File: config.mk
export PLATFORM = sky130hd
export DESIGN_NAME = ffa_ctrl
export DESIGN_NICKNAME = d
export VERILOG_FILES = /design/src/sv/ffa_pkg.sv /design/src/sv/ffa_ctrl.sv
export SDC_FILE = /design/constraint.sdc
export NUM_CORES = 2
export LEC_CHECK = 0
export BUFFER_PORTS_ARGS = -buffer_cell sky130_fd_sc_hd__buf_2
export CAP_MARGIN = 20
export CORE_MARGIN = 2
export CORE_UTILIZATION = 40
export DETAILED_ROUTE_END_ITERATION = 8
export SYNTH_ARGS = -nofsm -noshare
export SYNTH_HDL_FRONTEND = slang
export SYNTH_SLANG_ARGS = --single-unit
File: constraint.sdc
create_clock -name clk_i -period 11.5 [get_ports clk_i]
set_clock_uncertainty 0.05 [all_clocks]
set_input_delay 0.575 -clock clk_i [delete_from_list [all_inputs] [get_ports clk_i]]
set_output_delay 0.575 -clock clk_i [all_outputs]
set_load 0.01 [all_outputs]
File: src/sv/ffa_pkg.sv
// Shared types and constants of the first-fit free-list allocator.
package ffa_pkg;

  localparam int ListEntries = 256;
  localparam int AddrBits    = 32;
  localparam int LenBits     = 32;
  localparam int IdxBits     = $clog2(ListEntries);
  localparam int CntBits     = $clog2(ListEntries + 1);

  // One free region as it travels along the chain
  typedef struct packed {
    logic [AddrBits-1:0] start;
    logic [LenBits-1:0]  len;
  } entry_t;

  // Result word handed from the controller to the ports
  typedef struct packed {
    logic [AddrBits-1:0] granted;
    logic                ok;
    logic [31:0]         free_total;
    logic [31:0]         lost_count;
    logic [31:0]         lost_bytes;
  } result_t;

  localparam logic OpAlloc = 1'b0;
  localparam logic OpFree  = 1'b1;

endpackage

File: src/sv/ffa_ctrl.sv
// Head-of-chain controller: edits the region stream during one full rotation.
module ffa_ctrl import ffa_pkg::*; (
  input  logic                clk_i,
  input  logic                rst_ni,
  input  logic                start_i,
  input  logic                op_i,
  input  logic [AddrBits-1:0] addr_i,
  input  logic [LenBits-1:0]  len_i,
  output logic                busy_o,
  output logic                shift_o,
  input  entry_t              c0_i,
  input  entry_t              c1_i,
  output entry_t              tail_o,
  output logic                valid_o,
  output result_t             res_o
);

  typedef enum logic {ST_IDLE, ST_RUN} state_e;
  typedef enum logic [1:0] {MODE_PASS, MODE_REMOVE, MODE_HOLD} mode_e;

  state_e              state_q, state_d;
  mode_e               mode_q, mode_d;
  logic [IdxBits-1:0]  k_q, k_d;
  logic [CntBits-1:0]  cnt_q, cnt_d;
  logic                op_q, op_d;
  logic [AddrBits-1:0] addr_q, addr_d;
  logic [AddrBits-1:0] end_q, end_d;
  logic [LenBits-1:0]  len_q, len_d;
  logic                at_pos_q, at_pos_d;
  logic                done_q, done_d;
  logic                ok_q, ok_d;
  logic [AddrBits-1:0] granted_q, granted_d;
  entry_t              hold_q, hold_d;
  logic [31:0]         free_q, free_d;
  logic [31:0]         lostc_q, lostc_d;
  logic [31:0]         lostb_q, lostb_d;
  logic                valid_q, valid_d;
  result_t             res_q, res_d;

  logic                accept, last, v0, v1, le0, le1, at_pos;
  logic [CntBits-1:0]  k_ext, k_nxt;
  logic [AddrBits-1:0] prev_end;
  entry_t              tail;

  assign accept   = start_i && (state_q == ST_IDLE);
  assign last     = (k_q == IdxBits'(ListEntries - 1));
  assign k_ext    = CntBits'(k_q);
  assign k_nxt    = k_ext + CntBits'(1);
  // slot validity follows from the fill count: live entries lead the stream
  assign v0       = k_ext < cnt_q;
  assign v1       = (k_nxt < cnt_q) && !last;
  assign le0      = v0 && (c0_i.start <= addr_q);
  assign le1      = v1 && (c1_i.start <= addr_q);
  assign prev_end = AddrBits'(c0_i.start + AddrBits'(c0_i.len));
  assign at_pos   = at_pos_q || ((k_q == '0) && !le0);

  // stream editing for the current slot
  always_comb begin
    state_d   = state_q;
    mode_d    = mode_q;
    k_d       = k_q;
    cnt_d     = cnt_q;
    op_d      = op_q;
    addr_d    = addr_q;
    end_d     = end_q;
    len_d     = len_q;
    at_pos_d  = at_pos_q;
    done_d    = done_q;
    ok_d      = ok_q;
    granted_d = granted_q;
    hold_d    = hold_q;
    free_d    = free_q;
    lostc_d   = lostc_q;
    lostb_d   = lostb_q;
    valid_d   = 1'b0;
    res_d     = res_q;

    unique case (mode_q)
      MODE_REMOVE: tail = c1_i;
      MODE_HOLD: begin
        tail   = hold_q;
        hold_d = c0_i;
      end
      default: tail = c0_i;
    endcase

    unique case (state_q)
      ST_IDLE: begin
        if (accept) begin
          state_d   = ST_RUN;
          mode_d    = MODE_PASS;
          k_d       = '0;
          op_d      = op_i;
          addr_d    = addr_i;
          len_d     = len_i;
          end_d     = AddrBits'(addr_i + AddrBits'(len_i));
          at_pos_d  = 1'b0;
          done_d    = 1'b0;
          ok_d      = 1'b0;
          granted_d = '0;
        end
      end
      ST_RUN: begin
        k_d = k_q + IdxBits'(1);
        if (!done_q && (mode_q == MODE_PASS)) begin
          if (op_q == OpAlloc) begin
            // first fit
            if (v0 && (c0_i.len >= len_q)) begin
              done_d    = 1'b1;
              ok_d      = 1'b1;
              granted_d = c0_i.start;
              if (c0_i.len == len_q) begin
                tail   = c1_i;
                mode_d = MODE_REMOVE;
                cnt_d  = cnt_q - CntBits'(1);
              end else begin
                tail.start = AddrBits'(c0_i.start + AddrBits'(len_q));
                tail.len   = c0_i.len - len_q;
              end
            end
          end else if (at_pos) begin
            // sorted place reached, no merge with the region before
            done_d = 1'b1;
            if (v0 && (end_q == c0_i.start)) begin
              ok_d       = 1'b1;
              tail.start = addr_q;
              tail.len   = c0_i.len + len_q;
            end else if (cnt_q < CntBits'(ListEntries)) begin
              ok_d       = 1'b1;
              tail.start = addr_q;
              tail.len   = len_q;
              hold_d     = c0_i;
              mode_d     = MODE_HOLD;
              cnt_d      = cnt_q + CntBits'(1);
            end
          end else if (le0 && !le1) begin
            // region just before the sorted place
            if (prev_end == addr_q) begin
              done_d = 1'b1;
              ok_d   = 1'b1;
              tail.start = c0_i.start;
              if (v1 && (end_q == c1_i.start)) begin
                tail.len = c0_i.len + len_q + c1_i.len;
                mode_d   = MODE_REMOVE;
                cnt_d    = cnt_q - CntBits'(1);
              end else begin
                tail.len = c0_i.len + len_q;
              end
            end else begin
              at_pos_d = 1'b1;
            end
          end
        end
        // end of rotation: settle totals and present the result
        if (last) begin
          state_d = ST_IDLE;
          valid_d = 1'b1;
          if (ok_d) begin
            free_d = (op_q == OpFree) ? free_q + len_q : free_q - len_q;
          end else if (op_q == OpFree) begin
            lostc_d = lostc_q + 32'd1;
            lostb_d = lostb_q + len_q;
          end
          res_d.granted    = granted_d;
          res_d.ok         = ok_d;
          res_d.free_total = free_d;
          res_d.lost_count = lostc_d;
          res_d.lost_bytes = lostb_d;
        end
      end
      default: state_d = ST_IDLE;
    endcase
  end

  // state and registered outputs
  always_ff @(posedge clk_i or negedge rst_ni) begin
    if (!rst_ni) begin
      state_q  <= ST_IDLE;
      mode_q   <= MODE_PASS;
      k_q      <= '0;
      cnt_q    <= '0;
      at_pos_q <= 1'b0;
      done_q   <= 1'b0;
      free_q   <= '0;
      lostc_q  <= '0;
      lostb_q  <= '0;
      valid_q  <= 1'b0;
    end else begin
      state_q  <= state_d;
      mode_q   <= mode_d;
      k_q      <= k_d;
      cnt_q    <= cnt_d;
      at_pos_q <= at_pos_d;
      done_q   <= done_d;
      free_q   <= free_d;
      lostc_q  <= lostc_d;
      lostb_q  <= lostb_d;
      valid_q  <= valid_d;
    end
  end

  // word registers, no reset
  always_ff @(posedge clk_i) begin
    op_q      <= op_d;
    addr_q    <= addr_d;
    end_q     <= end_d;
    len_q     <= len_d;
    ok_q      <= ok_d;
    granted_q <= granted_d;
    hold_q    <= hold_d;
    res_q     <= res_d;
  end

  assign busy_o  = (state_q == ST_RUN);
  assign shift_o = (state_q == ST_RUN);
  assign tail_o  = tail;
  assign valid_o = valid_q;
  assign res_o   = res_q;

`ifndef SYNTHESIS
  a_cnt_range: assert property (@(posedge clk_i) disable iff (!rst_ni)
    cnt_q <= CntBits'(ListEntries)) else $error("fill count beyond list depth");
  a_valid_after_run: assert property (@(posedge clk_i) disable iff (!rst_ni)
    valid_q |-> $past(state_q == ST_RUN)) else $error("result without a rotation");
  a_hold_on_free: assert property (@(posedge clk_i) disable iff (!rst_ni)
    (mode_q == MODE_HOLD) |-> (op_q == OpFree)) else $error("insert during allocate");
  a_accept_busy: assert property (@(posedge clk_i) disable iff (!rst_ni)
    (start_i && !busy_o) |=> busy_o) else $error("accepted word not in progress");
`endif

endmodule

==> metrics.md <==
| Metric | Value |
|---|---|
| Outcome | complete, no violations |
| CTS sink cnt | 442 |
| Worst EP required | 10.88 ns |
| Critical path launch point type | register |
| Antenna-violating nets left | 0 |
| IO Port Bufs | 391 |
| Relative slew slack | 22.17% |
| Max-slew violations | 0 |
| CP endpoint kind | output pin |
| Max Clock Freq | 120.5 MHz |
| Hold path endpoint | len_q[26] |
| Avg Cell Area, Syn | 8.966 um2 |
| Post-synthesis sequential area ratio | 31.99% |
| Final hold slack | 0.05627 ns |
| H-tree depth | 2 |
| Crit path max-delay family | compound AO/OA/AOI/OAI gates |
| Finished layout cell area | 42930 um2 |
| Synth warn | 0 |
| Distinct cell type count after synthesis | 94 |
| Pin count of the biggest net entering global routing | 94 |
| RSZ-0062 raised after global routing | false |
| Power per cell area | 159.3 nW/um2 |
| Synthesis-to-layout area growth | 14.09% |
| Total GRT Usage | 30.64% |
| Crit Reg-Reg Startpoint | len_q[2] |
| Seq cells post-synth | 442 |
| First-pass GRT wire length | 221600 um |
| Die Area | 96550 um2 |
| Final Setup Violations | 0 |
| Worst reg-to-reg setup slack | 5.20 ns |
| Iteration-0 DRC Markers | 3360 |
| Num CTS Buffers | 54 |
| WS Path Type | register to output pin |
| Prevailing post-synth register cell | edfxtp_1 |
| Top-area cell type share of the netlist area | 20.67% |
| Critical path depth | 20 |
| Util after Layout | 46.00% |
| Critical path buffers and inverters | 2 |
| Fin nets | 5075 |
| Crit path DAT | 7.68 ns |
| Die W | 310.7 um |
| Initial antenna violation count | 25 |
| Final WS setup | 3.199 ns |
| Post-CTS Setup Bufs | 0 |
| Cells after Synth | 4197 |
| Syn Std Cell Area | 37630 um2 |
| Period Utilization, post-route | 72.18% |
| Vias/cell | 6.052 |
| RR Endpoint | lostb_q[31] |
| Cell taking the most area after synthesis | edfxtp_1 |
| Clk Latency, worst-skew pair | 0.68 ns |
| Pre-CTS WS | 3.977 ns |
| Synth area leaders | edfxtp_1 21%, ha_1 11%, dfrtp_1 7.9% |
| Critical path's largest stage delay | 0.69 ns |
| Number of synthesized flops with an enable pin | 259 |
| Grt ovf | 0 |
| Share of layout cells above drive strength 1 | 17.01% |
| Slowest cell on crit path | a2111oi_0 |
| Ports | 392 |
| Drt total wl | 153700 um |
| Router iterations before antenna repair | 6 |
| Fin cells | 5837 |
| Dpl cells | 5723 |
| Starting density of the core | 40.32% |
| Critical Path Source | len_q[1] |
| TritonCTS clock tree | yes |
| Hold Crit Depth | 1 |
| Post-synth net total | 4743 |
| Synth async-reset ratio | 26.92% |
| CP Max Fanout | 7 |
| Total Neg Setup Slack | 0 ns |
| FF-to-FF path depth | 15 |
| Drt drc | 0 |
| DR vias | 35.33k |
| Hold Startpoint | len_i[26] |
| Number of global-route vias before repair | 32.95k |
| Core Area | 93330 um2 |
| CP Cell Sequence | inv_1 > ha_1 > nor2b_1 > o311ai_0 > a211oi_1 > o32a_1 > a221oi_1 > o21ai_0 > a21oi_1 > xor2_1 > ha_1 > and4_1 > a2111oi_0 > o21ai_0 > a21oi_1 > a21oi_1 > mux2i_1 > a311oi_1 > a211oi_1 > buf_2 |
| Max VDD drop | 0.1520 mV |
| Min cycle time layout | 8.301 ns |
| Standby leakage power | 18.34 nW |
| Die H | 310.7 um |
| CTS max path bufs | 3 |
| GPL Wtd Cong | 1.016 |
| Root Buffer | clkbuf_16 |
| Hold WC Path Type | input pin to register |
| Final hold violations | 0 |
| Total power | 6.841 mW |
| Worst path most repeated cell | a21oi_1 |
| DP HPWL | 118900 um |
| Maxcap violations | 0 |
| Cell row count | 112 |
| Hold-fix buffers, CTS | 2 |
| Resize count post-CTS | 0 |
| Post-DP Area | 40980 um2 |
| Worst Max-Slew Pin Slew | 1.168 ns |
| Clock-pin slew on the worst setup and hold paths | 0.06 ns |
| WL per Instance | 26.34 um |
==> layout make-up <==
| cell class | count | area (um2) |
|---|---|---|
| multi-input cells | 3400 | 24320 |
| diodes | 8 | 20.02 |
| clock buffers | 71 | 1506 |
| clock inverters | 31 | 392.9 |
| inverters | 187 | 706.9 |
| flip-flops and latches | 442 | 12040 |
| well taps | 1254 | 1569 |
| fillers | 9240 | 50400 |
| repair buffers | 444 | 2376 |
==> per-layer routing <==
metal / track usage (%) / vias to the layer above / part of all wire [%]
met5: 0 / - / 0.13
met3: 6.252 / 366 / 9.2
met4: 16.26 / 30 / 6.0
met1: 40.53 / 16920 / 42
li1: - / 16290 / -
met2: 47.05 / 1717 / 43
==> worst max path at each step <==
stage	to	slack, ns
after detailed placement	tail_o[30]	3.98
after CTS	tail_o[30]	3.23
after floorplan	mode_q[1]	5.55
after global routing	tail_o[31]	2.73
after global placement	tail_o[30]	4.10
final	tail_o[30]	3.20
==> sequential cells by signal, indices dropped and copies added, names as in the netlist, 2 cells and up <==
signal	cells
addr_q	32
cnt_q	9
end_q	32
free_q	32
granted_q	32
hold_q	64
k_q	8
len_q	32
lostb_q	32
lostc_q	32
mode_q	2
res_o	129
==> worst register-to-register path: stages (launching register included) <==
cell	delay [ns]
edfxtp_1	0.49
inv_1	0.15
ha_1	0.43
nor2b_1	0.22
o31a_1	0.28
o311a_1	0.35
o31ai_1	0.58
a21oi_1	0.21
o221a_2	0.31
nor3_1	0.51
a21o_1	0.46
o21ai_0	0.32
a21oi_4	0.83
buf_4	0.59
a21boi_0	0.30
xor2_1	0.16
==> cell usage in the layout, fill, tap and decap left out, drive strengths merged, types with 91 or more instances in the layout <==
master  instances
buf           442
nand2         362
a21oi         357
ha            342
xnor2         280
nor2          266
o21ai         261
edfxtp        259
inv           190
mux2          189
nor3          124
dfrtp         119
xor2          105
a21o          102
nand3          91
==> kinds of logic after synthesis <==
group	share of synthesized area, %
AOI/OAI and AO/OA	21.29
and+or+nand+nor	15.69
DFF	31.99
xor gates and xnor gates	8.961
buffers and inverters	3.657
adders and majority gates	11.80
muxes	6.617
==> synth_stat cells, types with 102 or more instances <==
cell type	instances
edfxtp_1	259
clkbuf_1	138
xnor2_1	280
inv_1	184
nor2_1	266
mux2_2	159
a21oi_1	355
a21o_1	102
dfrtp_1	119
xor2_1	105
nand2_1	360
o21ai_0	257
ha_1	342
nor3_1	124
==> power by group <==
group	leakage (nW)	internal (mW)	switching, mW
Clock	0.929	1.09	0.757
Sequential	4.48	1.96	0.120
Combinational	12.9	1.13	1.79
Total	18.3	4.17	2.67
Power figures use the tool's default switching activity.
