<file path="config.mk">
export PLATFORM = sky130hd
export DESIGN_NAME = ffa_cell
export DESIGN_NICKNAME = d
export VERILOG_FILES = /design/src/sv/ffa_pkg.sv /design/src/sv/ffa_cell.sv
export SDC_FILE = /design/constraint.sdc
export NUM_CORES = 1
export LEC_CHECK = 0
export ABC_CLOCK_PERIOD_IN_PS = 1000
export BUFFER_PORTS_ARGS = -buffer_cell sky130_fd_sc_hd__buf_2
export CAP_MARGIN = 20
export CORE_UTILIZATION = 43
export DETAILED_ROUTE_END_ITERATION = 7
export GPL_TIMING_DRIVEN = 0
export PLACE_DENSITY = 0.91
export SYNTH_ARGS = -nofsm -noshare
export SYNTH_HDL_FRONTEND = slang
export SYNTH_SLANG_ARGS = --single-unit
</file>
<file path="constraint.sdc">
create_clock -name clk_i -period 1 [get_ports clk_i]
set_clock_uncertainty 0.15 [all_clocks]
set_input_delay 0.05 -clock clk_i [delete_from_list [all_inputs] [get_ports clk_i]]
set_output_delay 0.05 -clock clk_i [all_outputs]
set_load 0.02 [all_outputs]
</file>
<file path="src/sv/ffa_pkg.sv">
// Shared types and constants of the first-fit free-list allocator.
package ffa_pkg;

  localparam int ListEntries = 256;
  localparam int AddrBits    = 32;
  localparam int LenBits     = 32;
  localparam int IdxBits     = $clog2(ListEntries);
  localparam int CntBits     = $clog2(ListEntries + 1);

  // One free region as it travels along the chain
  typedef struct packed {
    logic [AddrBits-1:0] start;
    logic [LenBits-1:0]  len;
  } entry_t;

  // Result word handed from the controller to the ports
  typedef struct packed {
    logic [AddrBits-1:0] granted;
    logic                ok;
    logic [31:0]         free_total;
    logic [31:0]         lost_count;
    logic [31:0]         lost_bytes;
  } result_t;

  localparam logic OpAlloc = 1'b0;
  localparam logic OpFree  = 1'b1;

endpackage

</file>
<file path="src/sv/ffa_cell.sv">
// One storage cell of the entry chain: holds a region, passes it on when shifted.
module ffa_cell import ffa_pkg::*; (
  input  logic   clk_i,
  input  logic   shift_i,
  input  entry_t d_i,
  output entry_t q_o
);

  entry_t entry_q;

  // payload register, no reset needed
  always_ff @(posedge clk_i) begin
    if (shift_i) begin
      entry_q <= d_i;
    end
  end

  assign q_o = entry_q;

endmodule

</file>
==> results of run 1 <==
-- metrics by stage --
step           cells  cell area [µm²]  setup WS (ns)  power, µW  TNS (ns)
3_3_place_gp     243             2630         -0.564       3910    -35.94
4_1_cts          324             3550        -0.0986       6200     -4.14
2_1_floorplan     64             1920          0.351       3580         0
6_report         324             3810         -0.117       6480     -4.93
3_5_place_dp     244             2650         -0.378       3950    -16.92
5_1_grt          324             3810         -0.152       6690     -7.03
-- cell type report --
cell class	instances	area [µm²]	area share [%]
Clock buffer	11	131	3.45
Clock inverter	5	47.5	1.25
Sequential cell	64	1920	50.4
Tap cell	50	62.6	1.64
Timing Repair Buffer	194	1650	43.2
-- cell families after synthesis --
| logic type | count (synthesis) |
|---|---|
| flops | 64 |
-- worst max path at each step --
stage | end | slack [ns]
3_5_place_dp | q_o[38] | -0.38
4_1_cts | q_o[19] | -0.1
6_report | q_o[16] | -0.12
3_3_place_gp | q_o[37] | -0.56
5_1_grt | q_o[33] | -0.15
2_1_floorplan | q_o[0] | 0.35
-- timing repair --
item / 4_1_cts / 5_1_grt
hold endpoints to repair: 64 / 0
hold buffers: 64 / 0
pin swaps: 0 / 0
resized for setup: 27 / 82
gates cloned: 0 / 0
endpoints found under the setup margin: 98 / 64
-- report_power, final --
part | internal [µW] | switching, µW | total (µW)
combinational | 589 | 494 | 1080
sequential | 3190 | 108 | 3300
clock | 1130 | 970 | 2100
total | 4910 | 1570 | 6480
-- cells in the mapped netlist --
cell type / n / area (µm²)
edfxtp_1: 64 / 1920
-- metal layers --
layer,up-vias,wire (µm),global-route usage [%],share of wire (%)
li1,670,-,-,-
met1,741,2060,21.8,32
met2,121,3650,44.5,56
met3,16,603,12.0,9.3
met4,0,164,13.5,2.5
met5,-,0,0,0
==> metrics, run 1 <==
post-synthesis cell count 64; Die ar. between 4000 and 5000 µm²; Worst Path Arrival 0.92 ns; Critical path buffers and inverters 1; vias per cell approximately 4.8; IO Count 130; DRC violations left 0; Finish-stage setup viols 64; post-synthesis compound-gate area fraction 0%; crit-path cells buf_6; total leakage power approximately 0.0016 µW; die width slightly below 70 µm; PnR worst setup slack -0.117 ns; pwr dens about 1700 nW/µm²; Worst IR Drop VDD 1.53 mV; GPL Wtd Cong 0.638; port bufs 129; synthesized area per cell 30.0 µm²; wire per inst 20.0 µm; Starting Density 46.4%; clock transition at the registers of the reported paths roughly 0.070 ns; CP Launch Point q_o[16]; outcome finished with violations; mux cell area share after synthesis 0%; Clock Sinks 64; critical path type register to output pin; cell family with most CP delay flip-flops; crit share post-route 112%; Tightest Pin Transition 0.410 ns; DR vias about 1500; Final Hold Fails 0; critical path's largest stage delay 0.42 ns; ANT nets after route 0; slew margin rel. 72.7%; Fin Hold WS approximately 0.024 ns; Synth Area in XOR/XNOR 0%; footprint of the multi-input gates 0 µm²; TritonCTS Buffers 9; most frequent cells in the layout buf_2, dlygate4sd3_1, edfxtp_1; pin count of the biggest net entering global routing 35; Layout area overhead 98.2%; fin util 91.9%; commonest non-fill, non-tap cell in the layout buf_2; CP Launch Type register; adder and majority gate portion of the synthesized area 0%; diodes inserted 0; Largest register FFs 64; Required @ worst endpoint 0.80 ns; crit-path max FO 1; antenna violations before repair 0; worst hold start shift_i; CTS tree built; # fillers 141; Final min period 1.12 ns; crit path max-delay cell type edfxtp_1; Hold EP q_o[61]; vias in the first global route 1562; Hold Path Class input pin to register; Mapped Area a little under 2000 µm²; Distinct cells, synth 1; DRT iter0 DRCs 91; first-pass GRT wire length 7430 µm; ratio of cells with drive above 1 in the final layout between 50% and 60%; Overall Global Routing Usage 24.6%; clk root buf clkbuf_8; Total Nets Final roughly 340; maxcap violations 0; Pre-antenna DRT Iters 4; Routed WL 6480 µm; H-tree depth 3; failing checks negative setup slack; Max Transition Viols Final 0; Core ar. 4140 µm²; comb_multi_in 0; endpoint class of the critical path output pin; Hold Path Depth 1; WP depth 1; Std-Cell Rows 23; maximum clock frequency 895 MHz; Overflow after GRT 0; sequential element share of the synthesized area 100%; syn nets 130; RSZ-0062 raised after global routing true; chip height 68.9 µm; post-synthesis register bit count between 60 and 70; postcts setup bufs 0; Warnings, synthesis 0; post-synthesis simple-gate area fraction 0%; CTS max path bufs 2
Power figures use the tool's default switching activity.
==> inputs of run 2 (changes only) <==
SKIP_CTS_REPAIR_TIMING = 1   (was not set)
==> metrics, run 2 (synthesis results as in run 1) <==
crit-path cells buf_2 (was buf_6); die width 68.9 µm (unchanged); crit share post-route 113% (was 112%); Die ar. 4740 µm² (unchanged); Worst IR Drop VDD 1.42 mV (was 1.53 mV); Largest register FFs 64 (unchanged); CP Launch Type register (unchanged); switching pwr 1550 µW (was 1570 µW); commonest non-fill, non-tap cell in the layout buf_2 (unchanged); Total Neg Setup Slack -4.75 ns (was -4.93 ns); pwr dens 1700 nW/µm² (about the same); Final Hold Fails 0 (unchanged); clk root buf clkbuf_8 (unchanged); crit path max-delay cell type edfxtp_1 (unchanged); Pre-antenna DRT Iters 4 (unchanged); met3 WL post-DR 563 µm (was 603 µm); clock transition at the registers of the reported paths 0.07 ns (about the same); pin count of the biggest net entering global routing 35 (unchanged); most frequent cells in the layout buf_2, dlygate4sd3_1, edfxtp_1 (unchanged); antenna violations before repair 0 (unchanged); Max Transition Viols Final 0 (unchanged); total leakage power 0.00161 µW (was 0.00162 µW); endpoint class of the critical path output pin (unchanged); Inst Count DP 244 (unchanged); Finish-stage setup viols 64 (unchanged); GPL Wtd Cong 0.638 (unchanged); Clock Sinks 64 (unchanged); Total Nets Final 335 (unchanged); Core ar. 4140 µm² (unchanged); Required @ worst endpoint 0.80 ns (about the same); cell family with most CP delay flip-flops (unchanged); Clk pwr share 32.3% (was 32.4%); TritonCTS Buffers 9 (unchanged); Hold Path Depth 1 (unchanged); DRT iter0 DRCs 71 (was 91); ratio of cells with drive above 1 in the final layout 51.8% (unchanged); wire per inst 19.6 µm (was 20.0 µm); critical path type register to output pin (unchanged); highest metal used met4 (unchanged); PnR worst setup slack -0.134 ns (was -0.117 ns); Overflow after GRT 0 (unchanged); comb_multi_in 0 (unchanged); fin area 3800 µm² (was 3810 µm²); Routed WL 6340 µm (was 6480 µm); port bufs 129 (unchanged); dpl ws -0.378 ns (unchanged); Hold Path Class input pin to register (unchanged); outcome finished with violations (unchanged); Cell Count, Final, Fillers Out 324 (unchanged); Area after DPL 2650 µm² (unchanged); chip height 68.9 µm (unchanged); DR vias 1510 (was 1548); worst hold start shift_i (unchanged); Critical path buffers and inverters 1 (unchanged); Pint 4900 µW (was 4910 µW); wire length on met1 2140 µm (was 2060 µm); failing checks negative setup slack (unchanged); RSZ-0062 raised after global routing true (unchanged); maxcap violations 0 (unchanged); first-pass GRT wire length 4820 µm (was 7430 µm); Std-Cell Rows 23 (unchanged); Tightest Pin Transition 0.453 ns (was 0.410 ns); H-tree depth 3 (unchanged); diodes inserted 0 (unchanged); critical path's largest stage delay 0.42 ns (about the same); Comb pwr share 16.6% (was 16.7%); total power 6460 µW (was 6480 µW); vias in the first global route 1091 (was 1562); Starting Density 46.4% (unchanged); vias per cell 4.66 (was 4.78); IO Count 130 (unchanged); CTS max path bufs 2 (unchanged); Hold EP q_o[18] (was q_o[61]); Met2 Wirelength 3500 µm (was 3650 µm); Worst Path Arrival 0.93 ns (was 0.92 ns); slew margin rel. 69.8% (was 72.7%); crit-path max FO 1 (unchanged); DRC violations left 0 (unchanged); footprint of the multi-input gates 0 µm² (unchanged); CTS tree built (unchanged); Layout area overhead 97.6% (was 98.2%); Overall Global Routing Usage 15.8% (was 24.6%); Final min period 1.13 ns (was 1.12 ns); maximum clock frequency 882 MHz (was 895 MHz); Seq pwr share 51.1% (was 50.9%); ANT nets after route 0 (unchanged); CP Launch Point q_o[15] (was q_o[16]); switching part of the total 24.1% (was 24.2%)
## run 2: changes by cell type in the layout (fill, tap and decap cells not counted)
cell      previous run  this run
clkbuf_4             0         1
buf_2               74        76
buf_4                1         0
buf_6               54        52
## run 2: cell type report
| type | instances | area [µm²] |
|---|---|---|
| clock buffers | 11 | 131 |
| clock inverters | 5 | 47.5 |
| fillers | 123 | 347 |
| flip-flops and latches | 64 | 1920 |
| well taps | 50 | 62.6 |
| repair buffers | 194 | 1630 |
## run 2: routing by layer
layer  track usage, %  vias to the layer above
met3             11.3                       12
met1             13.6                      724
met4             9.18                        0
met2             26.1                      104
li1                 -                      670
met5                0                        -
## run 2: how the worst max path moves through the flow
stage / endpoint / cells past startpoint
6_report: q_o[15] / 1
5_1_grt: q_o[15] / 1
4_1_cts: q_o[19] / 1
3_5_place_dp: q_o[38] / 2
3_3_place_gp: q_o[37] / 1
2_1_floorplan: q_o[0] / 0
## run 2: power by group through the flow
stage / Combinational [µW] / Clock, µW / Sequential (µW)
final: 1070 / 2090 / 3300
after global routing: 1120 / 2220 / 3310
after CTS: 658 / 2050 / 3240
after detailed placement: 657 / 0 / 3290
after global placement: 627 / 0 / 3280
after floorplan: 0 / 0 / 3580
## run 2: per-stage QoR
step                      utilization (%)  hold WS [ns]
after floorplan                         -      -0.00113
after global placement               63.5        0.0763
after detailed placement             63.9        0.0781
after CTS                            68.3        -0.270
after global routing                 91.6         0.126
final                                91.6         0.130
==> inputs of run 3 (changes only) <==
PLACE_DENSITY = not set   (was 0.91)
PLACE_DENSITY_LB_ADDON = 0.08   (was not set)
==> metrics, run 3 (synthesis results as in run 1) <==
outcome finished with violations (unchanged); failing checks negative setup slack (unchanged); met3 WL post-DR 434 µm (was 563 µm); cell family with most CP delay flip-flops (unchanged); Core ar. 4140 µm² (unchanged); DRT iter0 DRCs 88 (was 71); comb_multi_in 0 (unchanged); Hold Path Class input pin to register (unchanged); slew margin rel. 72.2% (was 69.8%); TritonCTS Buffers 9 (unchanged); vias in the first global route 1110 (was 1091); clock transition at the registers of the reported paths 0.07 ns (about the same); Routed WL 6150 µm (was 6340 µm); Overall Global Routing Usage 16.0% (was 15.8%); pin count of the biggest net entering global routing 38 (was 35); vias per cell 4.58 (was 4.66); chip height 68.9 µm (unchanged); Max Transition Viols Final 0 (unchanged); wire length on met1 1960 µm (was 2140 µm); Die ar. 4740 µm² (unchanged); RSZ-0062 raised after global routing true (unchanged); CTS tree built (unchanged); die width 68.9 µm (unchanged); IO Count 130 (unchanged); PnR worst setup slack -0.112 ns (was -0.134 ns); critical path's largest stage delay 0.42 ns (about the same); CP Launch Type register (unchanged); crit path max-delay cell type edfxtp_1 (unchanged); Starting Density 46.4% (unchanged); Finish-stage setup viols 64 (unchanged); pwr dens 1710 nW/µm² (was 1700 nW/µm²); clk root buf clkbuf_8 (unchanged); most frequent cells in the layout buf_2, dlygate4sd3_1, edfxtp_1 (unchanged); Tightest Pin Transition 0.416 ns (was 0.453 ns); commonest non-fill, non-tap cell in the layout buf_2 (unchanged); Total Neg Setup Slack -4.63 ns (was -4.75 ns); Met2 Wirelength 3640 µm (was 3500 µm); Layout area overhead 93.9% (was 97.6%); fin util 89.9% (was 91.6%); Seq. cell area 1920 µm² (unchanged); crit-path cells buf_6 (was buf_2); critical path type register to output pin (unchanged); dpl ws -0.354 ns (was -0.378 ns); Std-Cell Rows 23 (unchanged); port bufs 129 (unchanged); ANT nets after route 0 (unchanged); maximum clock frequency 899 MHz (was 882 MHz); Worst Path Arrival 0.91 ns (was 0.93 ns); Critical path buffers and inverters 1 (unchanged); Overflow after GRT 0 (unchanged); first-pass GRT wire length 4860 µm (was 4820 µm); Required @ worst endpoint 0.80 ns (about the same); GPL Wtd Cong 0.650 (was 0.638); total leakage power 0.00159 µW (was 0.00161 µW); Worst IR Drop VDD 1.38 mV (was 1.42 mV); highest metal used met4 (unchanged); # fillers 168 (was 123); ratio of cells with drive above 1 in the final layout 51.5% (was 51.8%); maxcap violations 0 (unchanged); DRC violations left 0 (unchanged); Pre-antenna DRT Iters 5 (was 4); Clock Sinks 64 (unchanged); endpoint class of the critical path output pin (unchanged); crit-path max FO 1 (unchanged); total power 6380 µW (was 6460 µW); Largest register FFs 64 (unchanged); footprint of the multi-input gates 0 µm² (unchanged); CTS max path bufs 2 (unchanged); wire per inst 18.9 µm (was 19.6 µm); Total Nets Final 335 (unchanged); H-tree depth 3 (unchanged); Final min period 1.11 ns (was 1.13 ns); Final Hold Fails 0 (unchanged); crit share post-route 111% (was 113%); antenna violations before repair 2 (was 0); DR vias 1492 (was 1510)
[run 3: changes by cell type in the layout (fill, tap and decap cells not counted), sizes merged]
cell | previous run | this run
clkbuf | 12 | 11
clkinv | 4 | 5
diode | 0 | 2
[run 3: power breakdown]
group          internal, µW  switching (µW)  leakage, µW  total [µW]
clock network          1110             953    0.0000902        2070
registers              3190            92.0     0.000626        3290
logic                   538             490     0.000870        1030
total                  4850            1530      0.00159        6380
[run 3: final timing paths]
check             slack (ns)      end  startpoint  cells after the start
setup / recovery       -0.11  q_o[23]     q_o[23]                      1
hold / removal          0.10  q_o[43]     shift_i                      1
[run 3: area by class of cell]
cell class | instances | area share [%]
clock buffers | 10 | 3.43
well taps | 50 | 1.68
repair buffers | 194 | 41.8
diodes | 2 | 0.134
clock inverters | 6 | 1.34
flip-flops and latches | 64 | 51.6
[run 3: per-layer routing]
| metal | global-route usage [%] | vias to the layer above |
|---|---|---|
| li1 | - | 673 |
| met1 | 14.6 | 720 |
| met2 | 27.2 | 88 |
| met3 | 10.0 | 11 |
| met4 | 8.42 | 0 |
| met5 | 0 | - |
[run 3: stage by stage]
| step | area (µm²) | cells | hold slack (ns) |
|---|---|---|---|
| after CTS | 2830 | 260 | -0.272 |
| after global routing | 3730 | 326 | 0.121 |
| after floorplan | 1920 | 64 | -0.00113 |
| after global placement | 2630 | 243 | 0.0760 |
| final | 3730 | 326 | 0.103 |
| after detailed placement | 2650 | 244 | 0.0781 |
